**config.mk**
```make
export PLATFORM = sky130hd
export DESIGN_NAME = fuzzy_line_steering
export DESIGN_NICKNAME = d
export VERILOG_FILES = /design/src/design/fls_pkg.sv /design/src/design/fuzzy_line_steering.sv
export SDC_FILE = /design/constraint.sdc
export NUM_CORES = 2
export LEC_CHECK = 0
export BUFFER_PORTS_ARGS = -buffer_cell sky130_fd_sc_hd__clkbuf_2
export CORE_MARGIN = 1.5
export CORE_UTILIZATION = 60
export DETAILED_ROUTE_END_ITERATION = 7
export PLACE_DENSITY = 0.77
export SYNTH_ARGS = -nofsm -noshare
export SYNTH_HDL_FRONTEND = slang
export SYNTH_SLANG_ARGS = --single-unit
export TNS_END_PERCENT = 1
```
**constraint.sdc**
```tcl
create_clock -name i_clk -period 4.53 [get_ports i_clk]
set_clock_uncertainty 0.1 [all_clocks]
set_input_delay 0 -clock i_clk [delete_from_list [all_inputs] [get_ports i_clk]]
set_output_delay 0 -clock i_clk [all_outputs]
set_load 0.01 [all_outputs]
```
**src/design/fls_pkg.sv**
```systemverilog
// ============================================================================
// fls_pkg - shared types and constants for the fuzzy line steering block
// Field widths, register map, reset values and pipeline payload structs.
// ============================================================================
package fls_pkg;

    // Widths of samples and fuzzy grades
    localparam int SAMPLE_BITS = 10;
    localparam int GRADE_BITS  = 8;

    // Fixed field widths
    localparam int LIMIT_BITS  = 10;
    localparam int START_BITS  = 10;
    localparam int SPAN_BITS   = 9;
    localparam int DUTY_BITS   = 8;
    localparam int STEER_BITS  = 7;
    localparam int STEER_QBITS = 6;     // |steer| <= 50
    localparam int ADDR_BITS   = 5;
    localparam int DATA_BITS   = 32;

    // Derived widths
    localparam int DIFF_BITS = ((SAMPLE_BITS > START_BITS) ? SAMPLE_BITS : START_BITS) + 1;
    localparam int DEN_BITS  = GRADE_BITS + 3;            // sum of five strengths
    localparam int MAG_BITS  = GRADE_BITS + 3;            // |signed rule sum|
    localparam int NUM_BITS  = DEN_BITS + STEER_QBITS;    // 25 * |rule sum|

    localparam logic [GRADE_BITS:0]    GRADE_ONE    = {1'b1, {GRADE_BITS{1'b0}}};
    localparam logic [SPAN_BITS-1:0]   SPAN_ONE     = {{(SPAN_BITS-1){1'b0}}, 1'b1};
    localparam logic [STEER_QBITS-1:0] STEER_CENTER = 6'd10;
    localparam logic [4:0]             SOFT_WEIGHT  = 5'd25;

    // Reset values
    localparam logic [LIMIT_BITS-1:0] RST_MIDDLE_BLACK_LIMIT = 10'd100;
    localparam logic [START_BITS-1:0] RST_RIGHT_RAMP_START   = 10'd95;
    localparam logic [SPAN_BITS-1:0]  RST_RIGHT_RAMP_SPAN    = 9'd110;
    localparam logic [START_BITS-1:0] RST_LEFT_RAMP_START    = 10'd56;
    localparam logic [SPAN_BITS-1:0]  RST_LEFT_RAMP_SPAN     = 9'd64;
    localparam logic [DUTY_BITS-1:0]  RST_BASE_DUTY          = 8'd150;
    localparam logic [DUTY_BITS-1:0]  RST_BLACK_DUTY         = 8'd250;
    localparam logic [DUTY_BITS-1:0]  RST_CENTER_DUTY        = 8'd200;

    // Register map, word index
    typedef enum logic [ADDR_BITS-3:0] {
        IDX_MIDDLE_BLACK_LIMIT,
        IDX_RIGHT_RAMP_START,
        IDX_RIGHT_RAMP_SPAN,
        IDX_LEFT_RAMP_START,
        IDX_LEFT_RAMP_SPAN,
        IDX_BASE_DUTY,
        IDX_BLACK_DUTY,
        IDX_CENTER_DUTY
    } t_reg_idx;

    // Where a sample sits on its ramps
    typedef enum logic [1:0] {
        RGN_BLACK,      // below the ramps
        RGN_GRAY,       // black fading to gray
        RGN_FADE,       // gray fading to white
        RGN_WHITE       // past the ramps
    } t_region;

    typedef logic [GRADE_BITS:0] t_grade;

    // One side while its ramp fraction is divided out
    typedef struct packed {
        t_region               region;
        logic [SPAN_BITS-1:0]  rem;
        logic [GRADE_BITS-1:0] quo;
    } t_side;

    typedef struct packed {
        t_grade black;
        t_grade gray;
        t_grade white;
    } t_grades;

    // Steer division payload
    typedef struct packed {
        logic [NUM_BITS-1:0]    rem;
        logic [DEN_BITS-1:0]    den;
        logic [STEER_QBITS-1:0] quo;
        logic                   neg;
        logic                   none;
        logic                   black;
    } t_steer;

endpackage

```
**src/design/fuzzy_line_steering.sv**
```systemverilog
// ============================================================================
// fuzzy_line_steering - fuzzy controller for a line-following robot
// Grades left/right reflectance, fires five min-rules, averages the steer
// and turns it into two saturated wheel duties.
// ============================================================================
// Usage:
//   Command channel: drive the three samples with start high for one cycle;
//   the transfer happens on the clock edge where start is high and busy is
//   low. busy is never raised, so a new sample triple may be given every
//   cycle.
//   Result channel: o_done is high for exactly one cycle, together with
//   o_right_duty, o_left_duty, o_steer_value and o_no_rule_fired. Results
//   come out in input order.
//   Throughput: one item per clock. The pipeline holds two bit-serial
//   restoring dividers laid out as pipeline stages: 8 stages for the ramp
//   fractions (one quotient bit each, left and right side in parallel) and
//   6 stages for the weighted-average steer, plus 5 stages around them.
//   The receiver cannot stall; results are simply presented.
//   Configuration: APB port, one 32-bit word per register at 4*index.
//   pready is tied high; writes take effect on the access cycle edge.
//   Registers may only change while no item is in flight.
//   Reset (synchronous, active low) loads the register defaults and
//   empties the pipeline; no clearing pass is needed.
// ============================================================================
module fuzzy_line_steering (
    input  logic                                 i_clk,
    input  logic                                 i_rst_n,
    // configuration
    input  logic                                 psel,
    input  logic                                 penable,
    input  logic                                 pwrite,
    input  logic [fls_pkg::ADDR_BITS-1:0]        paddr,
    input  logic [fls_pkg::DATA_BITS-1:0]        pwdata,
    output logic [fls_pkg::DATA_BITS-1:0]        prdata,
    output logic                                 pready,
    // command
    input  logic                                 start,
    output logic                                 busy,
    input  logic [fls_pkg::SAMPLE_BITS-1:0]      i_left_sample,
    input  logic [fls_pkg::SAMPLE_BITS-1:0]      i_right_sample,
    input  logic [fls_pkg::SAMPLE_BITS-1:0]      i_middle_sample,
    // result
    output logic                                 o_done,
    output logic [fls_pkg::DUTY_BITS-1:0]        o_right_duty,
    output logic [fls_pkg::DUTY_BITS-1:0]        o_left_duty,
    output logic signed [fls_pkg::STEER_BITS-1:0] o_steer_value,
    output logic                                 o_no_rule_fired
);

    // ------------------------------------------------------------------
    // Configuration registers
    // ------------------------------------------------------------------
    logic [fls_pkg::LIMIT_BITS-1:0] r_middle_black_limit;
    logic [fls_pkg::START_BITS-1:0] r_right_ramp_start;
    logic [fls_pkg::SPAN_BITS-1:0]  r_right_ramp_span;
    logic [fls_pkg::START_BITS-1:0] r_left_ramp_start;
    logic [fls_pkg::SPAN_BITS-1:0]  r_left_ramp_span;
    logic [fls_pkg::DUTY_BITS-1:0]  r_base_duty;
    logic [fls_pkg::DUTY_BITS-1:0]  r_black_duty;
    logic [fls_pkg::DUTY_BITS-1:0]  r_center_duty;

    logic                           cfg_wr;
    fls_pkg::t_reg_idx              cfg_idx;

    assign pready  = 1'b1;
    assign cfg_wr  = psel & penable & pwrite & pready;
    assign cfg_idx = fls_pkg::t_reg_idx'(paddr[fls_pkg::ADDR_BITS-1:2]);

    always_ff @(posedge i_clk) begin
        if (!i_rst_n) begin
            r_middle_black_limit <= fls_pkg::RST_MIDDLE_BLACK_LIMIT;
            r_right_ramp_start   <= fls_pkg::RST_RIGHT_RAMP_START;
            r_right_ramp_span    <= fls_pkg::RST_RIGHT_RAMP_SPAN;
            r_left_ramp_start    <= fls_pkg::RST_LEFT_RAMP_START;
            r_left_ramp_span     <= fls_pkg::RST_LEFT_RAMP_SPAN;
            r_base_duty          <= fls_pkg::RST_BASE_DUTY;
            r_black_duty         <= fls_pkg::RST_BLACK_DUTY;
            r_center_duty        <= fls_pkg::RST_CENTER_DUTY;
        end else if (cfg_wr) begin
            unique case (cfg_idx)
                fls_pkg::IDX_MIDDLE_BLACK_LIMIT:
                    r_middle_black_limit <= pwdata[fls_pkg::LIMIT_BITS-1:0];
                fls_pkg::IDX_RIGHT_RAMP_START:
                    r_right_ramp_start <= pwdata[fls_pkg::START_BITS-1:0];
                fls_pkg::IDX_RIGHT_RAMP_SPAN:
                    r_right_ramp_span <= pwdata[fls_pkg::SPAN_BITS-1:0];
                fls_pkg::IDX_LEFT_RAMP_START:
                    r_left_ramp_start <= pwdata[fls_pkg::START_BITS-1:0];
                fls_pkg::IDX_LEFT_RAMP_SPAN:
                    r_left_ramp_span <= pwdata[fls_pkg::SPAN_BITS-1:0];
                fls_pkg::IDX_BASE_DUTY:
                    r_base_duty <= pwdata[fls_pkg::DUTY_BITS-1:0];
                fls_pkg::IDX_BLACK_DUTY:
                    r_black_duty <= pwdata[fls_pkg::DUTY_BITS-1:0];
                fls_pkg::IDX_CENTER_DUTY:
                    r_center_duty <= pwdata[fls_pkg::DUTY_BITS-1:0];
            endcase
        end
    end

    always_comb begin
        prdata = '0;
        unique case (cfg_idx)
            fls_pkg::IDX_MIDDLE_BLACK_LIMIT:
                prdata[fls_pkg::LIMIT_BITS-1:0] = r_middle_black_limit;
            fls_pkg::IDX_RIGHT_RAMP_START:
                prdata[fls_pkg::START_BITS-1:0] = r_right_ramp_start;
            fls_pkg::IDX_RIGHT_RAMP_SPAN:
                prdata[fls_pkg::SPAN_BITS-1:0] = r_right_ramp_span;
            fls_pkg::IDX_LEFT_RAMP_START:
                prdata[fls_pkg::START_BITS-1:0] = r_left_ramp_start;
            fls_pkg::IDX_LEFT_RAMP_SPAN:
                prdata[fls_pkg::SPAN_BITS-1:0] = r_left_ramp_span;
            fls_pkg::IDX_BASE_DUTY:
                prdata[fls_pkg::DUTY_BITS-1:0] = r_base_duty;
            fls_pkg::IDX_BLACK_DUTY:
                prdata[fls_pkg::DUTY_BITS-1:0] = r_black_duty;
            fls_pkg::IDX_CENTER_DUTY:
                prdata[fls_pkg::DUTY_BITS-1:0] = r_center_duty;
        endcase
    end

    // A span written as zero behaves as one
    logic [fls_pkg::SPAN_BITS-1:0] left_span;
    logic [fls_pkg::SPAN_BITS-1:0] right_span;

    assign left_span  = (r_left_ramp_span  == '0) ? fls_pkg::SPAN_ONE : r_left_ramp_span;
    assign right_span = (r_right_ramp_span == '0) ? fls_pkg::SPAN_ONE : r_right_ramp_span;

    // ------------------------------------------------------------------
    // Helper functions
    // ------------------------------------------------------------------

    // Locate the sample on its ramps; rem is the offset into the active ramp
    function automatic fls_pkg::t_side side_start(
        input logic [fls_pkg::SAMPLE_BITS-1:0] x,
        input logic [fls_pkg::START_BITS-1:0]  s,
        input logic [fls_pkg::SPAN_BITS-1:0]   w
    );
        logic [fls_pkg::DIFF_BITS-1:0] xe;
        logic [fls_pkg::DIFF_BITS-1:0] se;
        logic [fls_pkg::DIFF_BITS-1:0] we;
        logic [fls_pkg::DIFF_BITS-1:0] w2;
        logic [fls_pkg::DIFF_BITS-1:0] d;
        logic [fls_pkg::DIFF_BITS-1:0] dw;
        fls_pkg::t_side                r;
        xe = {{(fls_pkg::DIFF_BITS-fls_pkg::SAMPLE_BITS){1'b0}}, x};
        se = {{(fls_pkg::DIFF_BITS-fls_pkg::START_BITS){1'b0}}, s};
        we = {{(fls_pkg::DIFF_BITS-fls_pkg::SPAN_BITS){1'b0}}, w};
        w2 = {{(fls_pkg::DIFF_BITS-fls_pkg::SPAN_BITS-1){1'b0}}, w, 1'b0};
        d  = xe - se;
        dw = d - we;
        r.quo = '0;
        if (xe < se) begin
            r.region = fls_pkg::RGN_BLACK;
            r.rem    = '0;
        end else if (d < we) begin
            r.region = fls_pkg::RGN_GRAY;
            r.rem    = d[fls_pkg::SPAN_BITS-1:0];
        end else if (d < w2) begin
            r.region = fls_pkg::RGN_FADE;
            r.rem    = dw[fls_pkg::SPAN_BITS-1:0];
        end else begin
            r.region = fls_pkg::RGN_WHITE;
            r.rem    = '0;
        end
        return r;
    endfunction

    // One restoring step: one quotient bit of rem * ONE / w
    function automatic fls_pkg::t_side side_step(
        input fls_pkg::t_side                a,
        input logic [fls_pkg::SPAN_BITS-1:0] w
    );
        logic [fls_pkg::SPAN_BITS:0] t;
        logic                        ge;
        fls_pkg::t_side              r;
        r  = a;
        t  = {a.rem, 1'b0};
        ge = (t >= {1'b0, w});
        if (ge) begin
            t = t - {1'b0, w};
        end
        r.rem = t[fls_pkg::SPAN_BITS-1:0];
        r.quo = {a.quo[fls_pkg::GRADE_BITS-2:0], ge};
        return r;
    endfunction

    function automatic fls_pkg::t_grades side_grades(input fls_pkg::t_side a);
        fls_pkg::t_grade  q;
        fls_pkg::t_grades g;
        q = {1'b0, a.quo};
        g = '0;
        case (a.region)
            fls_pkg::RGN_BLACK: g.black = fls_pkg::GRADE_ONE;
            fls_pkg::RGN_GRAY: begin
                g.gray  = q;
                g.black = fls_pkg::GRADE_ONE - q;
            end
            fls_pkg::RGN_FADE: begin
                g.white = q;
                g.gray  = fls_pkg::GRADE_ONE - q;
            end
            default: g.white = fls_pkg::GRADE_ONE;
        endcase
        return g;
    endfunction

    function automatic fls_pkg::t_grade gmin(
        input fls_pkg::t_grade a,
        input fls_pkg::t_grade b
    );
        return (a < b) ? a : b;
    endfunction

    // Clamp a 10-bit signed duty to 0..255
    function automatic logic [fls_pkg::DUTY_BITS-1:0] sat_duty(
        input logic [fls_pkg::DUTY_BITS+1:0] v
    );
        logic [fls_pkg::DUTY_BITS-1:0] r;
        if (v[fls_pkg::DUTY_BITS+1]) begin
            r = '0;
        end else if (v[fls_pkg::DUTY_BITS]) begin
            r = '1;
        end else begin
            r = v[fls_pkg::DUTY_BITS-1:0];
        end
        return r;
    endfunction

    // ------------------------------------------------------------------
    // Stage 0 and ramp division stages 1..GRADE_BITS
    // ------------------------------------------------------------------
    logic           r_dv_valid [fls_pkg::GRADE_BITS+1];
    logic           r_dv_black [fls_pkg::GRADE_BITS+1];
    fls_pkg::t_side r_dv_left  [fls_pkg::GRADE_BITS+1];
    fls_pkg::t_side r_dv_right [fls_pkg::GRADE_BITS+1];

    logic                          in_xfer;
    logic [fls_pkg::DIFF_BITS-1:0] mid_ext;
    logic [fls_pkg::DIFF_BITS-1:0] limit_ext;

    assign busy      = 1'b0;
    assign in_xfer   = start & ~busy;
    assign mid_ext   = {{(fls_pkg::DIFF_BITS-fls_pkg::SAMPLE_BITS){1'b0}}, i_middle_sample};
    assign limit_ext = {{(fls_pkg::DIFF_BITS-fls_pkg::LIMIT_BITS){1'b0}}, r_middle_black_limit};

    always_ff @(posedge i_clk) begin
        if (!i_rst_n) begin
            r_dv_valid[0] <= 1'b0;
        end else begin
            r_dv_valid[0] <= in_xfer;
        end
        r_dv_black[0] <= (mid_ext <= limit_ext);
        r_dv_left[0]  <= side_start(i_left_sample, r_left_ramp_start, left_span);
        r_dv_right[0] <= side_start(i_right_sample, r_right_ramp_start, right_span);
    end

    for (genvar j = 0; j < fls_pkg::GRADE_BITS; j++) begin : g_ramp_div
        always_ff @(posedge i_clk) begin
            if (!i_rst_n) begin
                r_dv_valid[j+1] <= 1'b0;
            end else begin
                r_dv_valid[j+1] <= r_dv_valid[j];
            end
            r_dv_black[j+1] <= r_dv_black[j];
            r_dv_left[j+1]  <= side_step(r_dv_left[j], left_span);
            r_dv_right[j+1] <= side_step(r_dv_right[j], right_span);
        end
    end

    // ------------------------------------------------------------------
    // Rule strengths
    // ------------------------------------------------------------------
    fls_pkg::t_grades lg;
    fls_pkg::t_grades rg;

    assign lg = side_grades(r_dv_left[fls_pkg::GRADE_BITS]);
    assign rg = side_grades(r_dv_right[fls_pkg::GRADE_BITS]);

    logic            r_b_valid;
    logic            r_b_black;
    fls_pkg::t_grade r_b_fwd, r_b_sl, r_b_hl, r_b_sr, r_b_hr;

    always_ff @(posedge i_clk) begin
        if (!i_rst_n) begin
            r_b_valid <= 1'b0;
        end else begin
            r_b_valid <= r_dv_valid[fls_pkg::GRADE_BITS];
        end
        r_b_black <= r_dv_black[fls_pkg::GRADE_BITS];
        r_b_fwd   <= gmin(rg.white, lg.white);
        r_b_sl    <= gmin(lg.gray,  rg.white);
        r_b_hl    <= gmin(rg.white, lg.black);
        r_b_sr    <= gmin(rg.gray,  lg.white);
        r_b_hr    <= gmin(rg.black, lg.white);
    end

    // ------------------------------------------------------------------
    // Rule sums: total strength and signed weight sum in units of 25
    // ------------------------------------------------------------------
    logic [fls_pkg::MAG_BITS-1:0] pos_sum;
    logic [fls_pkg::MAG_BITS-1:0] neg_sum;
    logic [fls_pkg::DEN_BITS-1:0] den_sum;

    assign pos_sum = {2'b00, r_b_sr} + {1'b0, r_b_hr, 1'b0};
    assign neg_sum = {2'b00, r_b_sl} + {1'b0, r_b_hl, 1'b0};
    assign den_sum = {2'b00, r_b_fwd} + {2'b00, r_b_sl} + {2'b00, r_b_hl}
                   + {2'b00, r_b_sr} + {2'b00, r_b_hr};

    logic                         r_c_valid;
    logic                         r_c_black;
    logic                         r_c_neg;
    logic [fls_pkg::MAG_BITS-1:0] r_c_mag;
    logic [fls_pkg::DEN_BITS-1:0] r_c_den;

    always_ff @(posedge i_clk) begin
        if (!i_rst_n) begin
            r_c_valid <= 1'b0;
        end else begin
            r_c_valid <= r_b_valid;
        end
        r_c_black <= r_b_black;
        r_c_den   <= den_sum;
        r_c_neg   <= (neg_sum > pos_sum);
        r_c_mag   <= (neg_sum > pos_sum) ? (neg_sum - pos_sum) : (pos_sum - neg_sum);
    end

    // ------------------------------------------------------------------
    // Weight scaling and steer division stages
    // ------------------------------------------------------------------
    logic [fls_pkg::NUM_BITS-1:0] num_abs;

    assign num_abs = {{(fls_pkg::NUM_BITS-fls_pkg::MAG_BITS){1'b0}}, r_c_mag}
                   * {{(fls_pkg::NUM_BITS-5){1'b0}}, fls_pkg::SOFT_WEIGHT};

    logic            r_sd_valid [fls_pkg::STEER_QBITS+1];
    fls_pkg::t_steer r_sd       [fls_pkg::STEER_QBITS+1];

    always_ff @(posedge i_clk) begin
        if (!i_rst_n) begin
            r_sd_valid[0] <= 1'b0;
        end else begin
            r_sd_valid[0] <= r_c_valid;
        end
        r_sd[0].rem   <= num_abs;
        r_sd[0].den   <= r_c_den;
        r_sd[0].quo   <= '0;
        r_sd[0].neg   <= r_c_neg;
        r_sd[0].none  <= (r_c_den == '0);
        r_sd[0].black <= r_c_black;
    end

    // Quotient < 64, so the dividend starts below den << STEER_QBITS
    for (genvar k = 0; k < fls_pkg::STEER_QBITS; k++) begin : g_steer_div
        logic [fls_pkg::NUM_BITS-1:0] dsh;
        logic                         ge;
        fls_pkg::t_steer              n_sd;

        assign dsh = {{fls_pkg::STEER_QBITS{1'b0}}, r_sd[k].den}
                     << (fls_pkg::STEER_QBITS - 1 - k);
        assign ge  = (r_sd[k].rem >= dsh);

        always_comb begin
            n_sd     = r_sd[k];
            n_sd.rem = ge ? (r_sd[k].rem - dsh) : r_sd[k].rem;
            n_sd.quo = {r_sd[k].quo[fls_pkg::STEER_QBITS-2:0], ge};
        end

        always_ff @(posedge i_clk) begin
            if (!i_rst_n) begin
                r_sd_valid[k+1] <= 1'b0;
            end else begin
                r_sd_valid[k+1] <= r_sd_valid[k];
            end
            r_sd[k+1] <= n_sd;
        end
    end

    // ------------------------------------------------------------------
    // Duty bands and output register
    // ------------------------------------------------------------------
    fls_pkg::t_steer                 sq;
    logic [fls_pkg::STEER_QBITS-1:0] smag;
    logic                            sneg;
    logic [fls_pkg::STEER_BITS-1:0]  smag_ext;
    logic [fls_pkg::STEER_BITS-1:0]  steer;
    logic [fls_pkg::DUTY_BITS+1:0]   base_ext;
    logic [fls_pkg::DUTY_BITS+1:0]   mag_ext;
    logic [fls_pkg::DUTY_BITS+1:0]   duty_up;
    logic [fls_pkg::DUTY_BITS+1:0]   duty_dn;
    logic                            band_lo;
    logic                            band_hi;

    assign sq       = r_sd[fls_pkg::STEER_QBITS];
    // no rule fired forces steer to zero
    assign smag     = sq.none ? '0 : sq.quo;
    assign sneg     = sq.neg & ~sq.none;
    assign smag_ext = {{(fls_pkg::STEER_BITS-fls_pkg::STEER_QBITS){1'b0}}, smag};
    assign steer    = sneg ? ('0 - smag_ext) : smag_ext;
    assign base_ext = {2'b00, r_base_duty};
    assign mag_ext  = {{(fls_pkg::DUTY_BITS+2-fls_pkg::STEER_QBITS){1'b0}}, smag};
    assign duty_up  = base_ext + mag_ext;
    assign duty_dn  = base_ext - mag_ext;
    assign band_lo  = sneg || (smag < fls_pkg::STEER_CENTER);
    assign band_hi  = !sneg && (smag > fls_pkg::STEER_CENTER);

    logic                            r_out_valid;
    logic [fls_pkg::DUTY_BITS-1:0]   r_out_right;
    logic [fls_pkg::DUTY_BITS-1:0]   r_out_left;
    logic [fls_pkg::STEER_BITS-1:0]  r_out_steer;
    logic                            r_out_none;

    always_ff @(posedge i_clk) begin
        if (!i_rst_n) begin
            r_out_valid <= 1'b0;
        end else begin
            r_out_valid <= r_sd_valid[fls_pkg::STEER_QBITS];
        end
        if (sq.black) begin
            // line under the middle sensor
            r_out_right <= r_black_duty;
            r_out_left  <= r_black_duty;
            r_out_steer <= '0;
            r_out_none  <= 1'b0;
        end else begin
            r_out_steer <= steer;
            r_out_none  <= sq.none;
            if (band_lo) begin
                r_out_right <= sat_duty(duty_up);
                r_out_left  <= sat_duty(duty_dn);
            end else if (band_hi) begin
                r_out_right <= sat_duty(duty_dn);
                r_out_left  <= sat_duty(duty_up);
            end else begin
                r_out_right <= r_center_duty;
                r_out_left  <= r_center_duty;
            end
        end
    end

    assign o_done          = r_out_valid;
    assign o_right_duty    = r_out_right;
    assign o_left_duty     = r_out_left;
    assign o_steer_value   = r_out_steer;
    assign o_no_rule_fired = r_out_none;

endmodule
```
After elaboration in Yosys (flattened, before gate mapping):

Memory sizes are Yosys's and may differ from the RTL's. A register that Yosys moved wholly into a read port is not among the register bits.
Index checks and enable logic that the tools add are counted.
W data, S select, Z words.

* register bits after elaboration: 166
* bits in writable memories: 626
* input port bits: 73
* memories kept: 6

* $add $sub $neg: 39
* multipliers: 1
* order comparisons: 37
* equal/unequal tests: 11
* muxes and demuxes: 75
* bitwise operators: 21
* reductions and logical operators: 22

Memories
* r_sd: words 7, width 37, read ports 7, clocked after memory_dff 0, wr ports 7, line fuzzy_line_steering.sv:338 `fls_pkg::t_steer r_sd [fls_pkg::STEER_QBITS+1];`
* r_dv_left: words 9, width 19, read ports 9, clocked after memory_dff 0, wr ports 9, line fuzzy_line_steering.sv:236 `fls_pkg::t_side r_dv_left [fls_pkg::GRADE_BITS+1];`
* r_dv_right: words 9, width 19, read ports 9, clocked after memory_dff 0, wr ports 9, line fuzzy_line_steering.sv:237 `fls_pkg::t_side r_dv_right [fls_pkg::GRADE_BITS+1];`
* r_dv_black: words 9, width 1, read ports 9, clocked after memory_dff 1, wr ports 9, line fuzzy_line_steering.sv:235 `logic r_dv_black [fls_pkg::GRADE_BITS+1];`
* r_dv_valid: words 9, width 1, read ports 9, clocked after memory_dff 1, wr ports 9, line fuzzy_line_steering.sv:234 `logic r_dv_valid [fls_pkg::GRADE_BITS+1];`
* r_sd_valid: words 7, width 1, read ports 7, clocked after memory_dff 1, wr ports 7, line fuzzy_line_steering.sv:337 `logic r_sd_valid [fls_pkg::STEER_QBITS+1];`

Operator list (number)
* $mux W9: 23
* $sub A9 B9 Y9: 18
* $ge A10 B9 Y1: 16
* $pmux W9 S2: 6
* $mux W17: 6
* $mux W8: 10
* $pmux W8 S8: 1
* $mux W11: 5
* $lt A9 B9 Y1: 5
* $add A11 B9 Y11: 2
* $add A9 B10 Y11: 2
* $lt A11 B10 Y1: 2
* $lt A11 B9 Y1: 2
* $sub A10 B10 Y11: 2
* $sub A11 B11 Y11: 2
* $lt A10 B10 Y1: 2
* $mux W10: 2
* $logic_not A9 Y1: 2
* $mux W1: 18
* $sub A9 B8 Y9 const A: 2
* $ge A17 B11 Y1: 1
* $ge A17 B12 Y1: 1
* $ge A17 B13 Y1: 1
* $ge A17 B14 Y1: 1
* other kinds (37): 74

Logic depth before layout (Yosys ltp):

An unclocked memory read counts as a cell.

* word-level depth: 8
* gate-level depth with buffers: 19
* gate-level depth less buffers: 18

Least setup slack after synthesis:

OpenSTA, ideal clock, no wires.

* kind: reg-to-reg
* start: reg r_b_sl[2]
* end: reg r_c_den[10] (netlist bit)
* data arrival time: 3.928 ns
* required time: 4.351 ns
* path slack: 0.423 ns
* cell stages (with the launch flop): 16
* clock period less this slack: 4.107 ns
* cell sequence: dfxtp_1 -> inv_1 -> fa_1 -> inv_1 -> fa_1 -> inv_1 -> fa_1 -> inv_1 -> ha_1 -> a21o_1 -> a21oi_1 -> nor2b_1 -> o21a_1 -> o41ai_1 -> or4b_1 -> o211ai_1

* longest elaborated chain between the ends: 4

RTL lines
* from (decl): line fuzzy_line_steering.sv:283 `fls_pkg::t_grade r_b_fwd, r_b_sl, r_b_hl, r_b_sr, r_b_hr;`
* from (signal assigned): line fuzzy_line_steering.sv:293 `r_b_sl <= gmin(lg.gray, rg.white);`
* $add A9 B9 Y10: line fuzzy_line_steering.sv:308 `assign den_sum = {2'b00, r_b_fwd} + {2'b00, r_b_sl} + {2'b00, r_b_hl}`
* $add A10 B9 Y11: line fuzzy_line_steering.sv:308
* $add A11 B9 Y11 (2 in series): line fuzzy_line_steering.sv:309 `+ {2'b00, r_b_sr} + {2'b00, r_b_hr};`
* via den_sum (one bit): line fuzzy_line_steering.sv:304 `logic [fls_pkg::DEN_BITS-1:0] den_sum;`
* to (signal assigned): line fuzzy_line_steering.sv:324 `r_c_den <= den_sum;`
* to (decl): line fuzzy_line_steering.sv:315 `logic [fls_pkg::DEN_BITS-1:0] r_c_den;`

The timed path passes the listed nets, and every way through them passes these cells.
A chain may end at the register's enable or synchronous reset.

==> flow_metrics.tcl <==
set metrics [dict create \
    grt_use_total_pct 26.62 \
    place_hpwl_um 59760 \
    area_growth_pct 10.85 \
    pre_cts_ws_ns 0.2847 \
    h-tree-depth 3 \
    nFillCells 4743 \
    ant_nets 0 \
    fp-row-count 89 \
    grt_use_met3_pct 4.150 \
    r2r_start "r_left_ramp_start[0]" \
    gr-max-usage-layer "met2" \
    drv_slew 0 \
    drive_gt1_share_pct 7.974 \
    core-area_um2 58800 \
    syn_inst 3851 \
    wl_per_cell_um 16.89 \
    numCtsBuffers 70 \
    hold_ws_ns 0.02338 \
    relSlewSlack_pct 25.91 \
    synth_edf_count 0 \
    grtUsageMet1_pct 34.18 \
    synthArstFlopShare_pct 0 \
    wirelength_um 80840 \
    synth.most_common_cell "dfxtp_1" \
    grt_util_met2_pct 44.84 \
    worst_pin_slew_ns 1.107 \
    path_buf_inv 2 \
    r2r_end "r_dv_left[0][13]" \
    fin_crit_ns 4.264 \
    cts.sinks 655 \
    grt_pass1_wl_um 130900 \
    cts_max_path_buffers 3 \
    yosysTopAreaCellShare_pct 36.91 \
    min_to "r_dv_left[0][12]" \
    cp_top_family "compound AO/OA/AOI/OAI gates" \
    synth.cell_area_um2 35520 \
    synth_area_per_cell_um2 9.224 \
    ir_worst_vdd_mv 0.8610 \
    synth_cell_types 95 \
    path_clk_slew_ns 0.06 \
    drc 0 \
    initial_core_util_pct 60.41 \
    p_leak_nw 17.87 \
    path_cells "ha_1 > inv_1 > fa_1 > a211o_1 > o211ai_1 > a21oi_1 > nor2_1 > xnor2_1 > ha_1 > a21o_1 > a22oi_1 > nand3_1 > o2bb2ai_2 > or4_1 > a21oi_1 > dlygate4sd3_1" \
    ioPinCount 132 \
    fin_crit_sh_pct 94.12 \
    synthTopCellsByCount "655 x dfxtp_1, 422 x ha_1, 378 x inv_1" \
    synth.yosys.seq_area_share_pct 36.91 \
    cap_violations 0 \
    synth-main-ff-cell "dfxtp_1" \
    crit_path_top_delay_cell "dlygate4sd3_1" \
    die_area_um2 60670 \
    run_status "finished, final reports clean" \
    rrSetupSlack_ns 0.27 \
    overflow 0 \
    fin_nets 4519 \
    synth_warnings 0 \
    clock-root-buffer "clkbuf_16" \
    powerDensity_nw_per_um2 837.3 \
    path_max_fanout 10 \
    drt_iter0_drc 1756 \
    antenna_found_initial 0 \
    die_h_um 246.3 \
    start_kind "register" \
    hold_viol 0 \
    synthTopCellsByArea "dfxtp_1 37%, ha_1 15%, a21oi_1 4.3%" \
    globalplace.congestion 0.9345 \
    yosys.area.top_type "dfxtp_1" \
    hold_class "in -> reg" \
    arrival_ns 4.72 \
    route.vias.total 27140 \
    setup_viol 0 \
    diodes 0 \
    viasPerCell 5.671 \
    grt_pass1_vias 26540 \
    clk_latency_ns 0.61 \
    io_buffers 83 \
    fmax_mhz 234.5 \
    cp.depth 16 \
    grt_start_max_net_pins 92 \
    hold_start "i_left_sample[3]" \
    ys_ff_latch 655 \
    ff2ff_path_depth 16 \
    firstDrtPassIters 8 \
    fin_ws_ns 0.2662 \
    tritoncts "done" \
    cpPeakStageDelay_ns 0.56 \
    crit_type "reg -> reg" \
    min_path_cells 6 \
    end_kind "register" \
    worst_ep_required_time_ns 4.98 \
    die_w_um 246.3 \
]
[placed cells by master (no fill, tap or decap), drive strengths merged, types with 24 or more instances in the layout]
| cell | n |
|---|---|
| a21o | 100 |
| o211ai | 35 |
| dfxtp | 655 |
| a31oi | 27 |
| nand2 | 234 |
| o21bai | 42 |
| o21a | 40 |
| nand2b | 29 |
| and2 | 43 |
| o21ai | 158 |
| a21oi | 306 |
| mux2i | 93 |
| a211oi | 40 |
| dlygate4sd3 | 36 |
| mux2 | 69 |
| nor2 | 276 |
| nor2b | 76 |
| inv | 384 |
| nor3 | 73 |
| nand4 | 47 |
| ha | 422 |
| nand3 | 56 |
| fa | 61 |
| xor2 | 70 |
| clkbuf | 176 |
| conb | 24 |
| a21boi | 25 |
| xnor2 | 136 |
[what timing repair did]
item,4_1_cts,5_1_grt
endpoints found under the setup margin,0,2
hold buffers,36,0
buffers inserted,0,1
gates resized for setup,0,3
hold endpoints to repair,94,0
[final cells by class]
cell class	instances	area (um^2)	share of cell area (%)
Inverter	383	1440	3.658
Clock buffer	93	2022	5.135
Sequential cell	655	13110	33.30
Clock inverter	29	400.4	1.017
Tap cell	773	967.2	2.456
Timing Repair Buffer	138	918.4	2.332
Multi-Input combinational cell	2715	20510	52.10
[worst max-delay path by stage]
stage	start	endpoint	slack, ns
4_1_cts	r_right_ramp_start[0]	r_dv_right[0][16]	0.10
3_5_place_dp	r_b_sl[2]	r_c_den[10]	0.28
6_report	r_left_ramp_start[0]	r_dv_left[0][13]	0.27
5_1_grt	r_left_ramp_start[0]	r_dv_left[0][13]	-0.007
2_1_floorplan	r_b_sl[2]	r_c_den[10]	0.42
3_3_place_gp	r_b_sl[2]	r_c_den[10]	0.37
[logic make-up after synthesis]
family / share of synthesized area, %
other cells: 0.02114
simple gates: 12.42
xor+xnor: 5.079
buf+inv: 5.650
mux: 4.935
fa+ha+maj: 18.30
compound gates: 16.68
flops: 36.91
[sequential cells by signal, indices dropped and copies added (netlist names), 10 cells and up]
| name | count |
|---|---|
| r_left_ramp_start | 10 |
| r_c_mag | 11 |
| r_dv_right | 126 |
| r_c_den | 11 |
| r_dv_left | 126 |
| r_middle_black_limit | 10 |
| r_right_ramp_start | 10 |
| r_sd | 209 |
[metal layers]
layer  vias to the layer above  part of all wire [%]
met3                       155                   6.2
met1                     12690                    44
met5                         -                     0
met2                       737                    47
li1                      13550                     -
met4                         0                   3.2
[worst register-to-register path, cell delays in order (launching register included)]
cell and delay (ns):
dfxtp_1 0.39, ha_1 0.18, inv_1 0.05, fa_1 0.41, a211o_1 0.27, o211ai_1 0.15
a21oi_1 0.11, nor2_1 0.12, xnor2_1 0.20, ha_1 0.30, a21o_1 0.19, a22oi_1 0.19
nand3_1 0.12, o2bb2ai_2 0.22, or4_1 0.50, a21oi_1 0.16, dlygate4sd3_1 0.56
[metrics by stage]
stage	util [%]	power [mW]	instances	area (um^2)	setup TNS (ns)
2_1_floorplan	-	23.12	3873	35600	0
3_3_place_gp	62.19	26.38	4627	36570	0
3_5_place_dp	62.19	26.83	4627	36570	0
4_1_cts	66.93	33.03	4785	39350	0
5_1_grt	66.97	35.78	4786	39370	-0.007001
6_report	66.97	32.97	4786	39370	0
[report_power, final]
group / internal, mW / switching [mW] / total, mW
combinational: 7.94 / 9.53 / 17.5
clock: 3.61 / 2.34 / 5.95
sequential: 8.18 / 1.37 / 9.55
total: 19.7 / 13.2 / 33.0
Power figures use the tool's default switching activity.
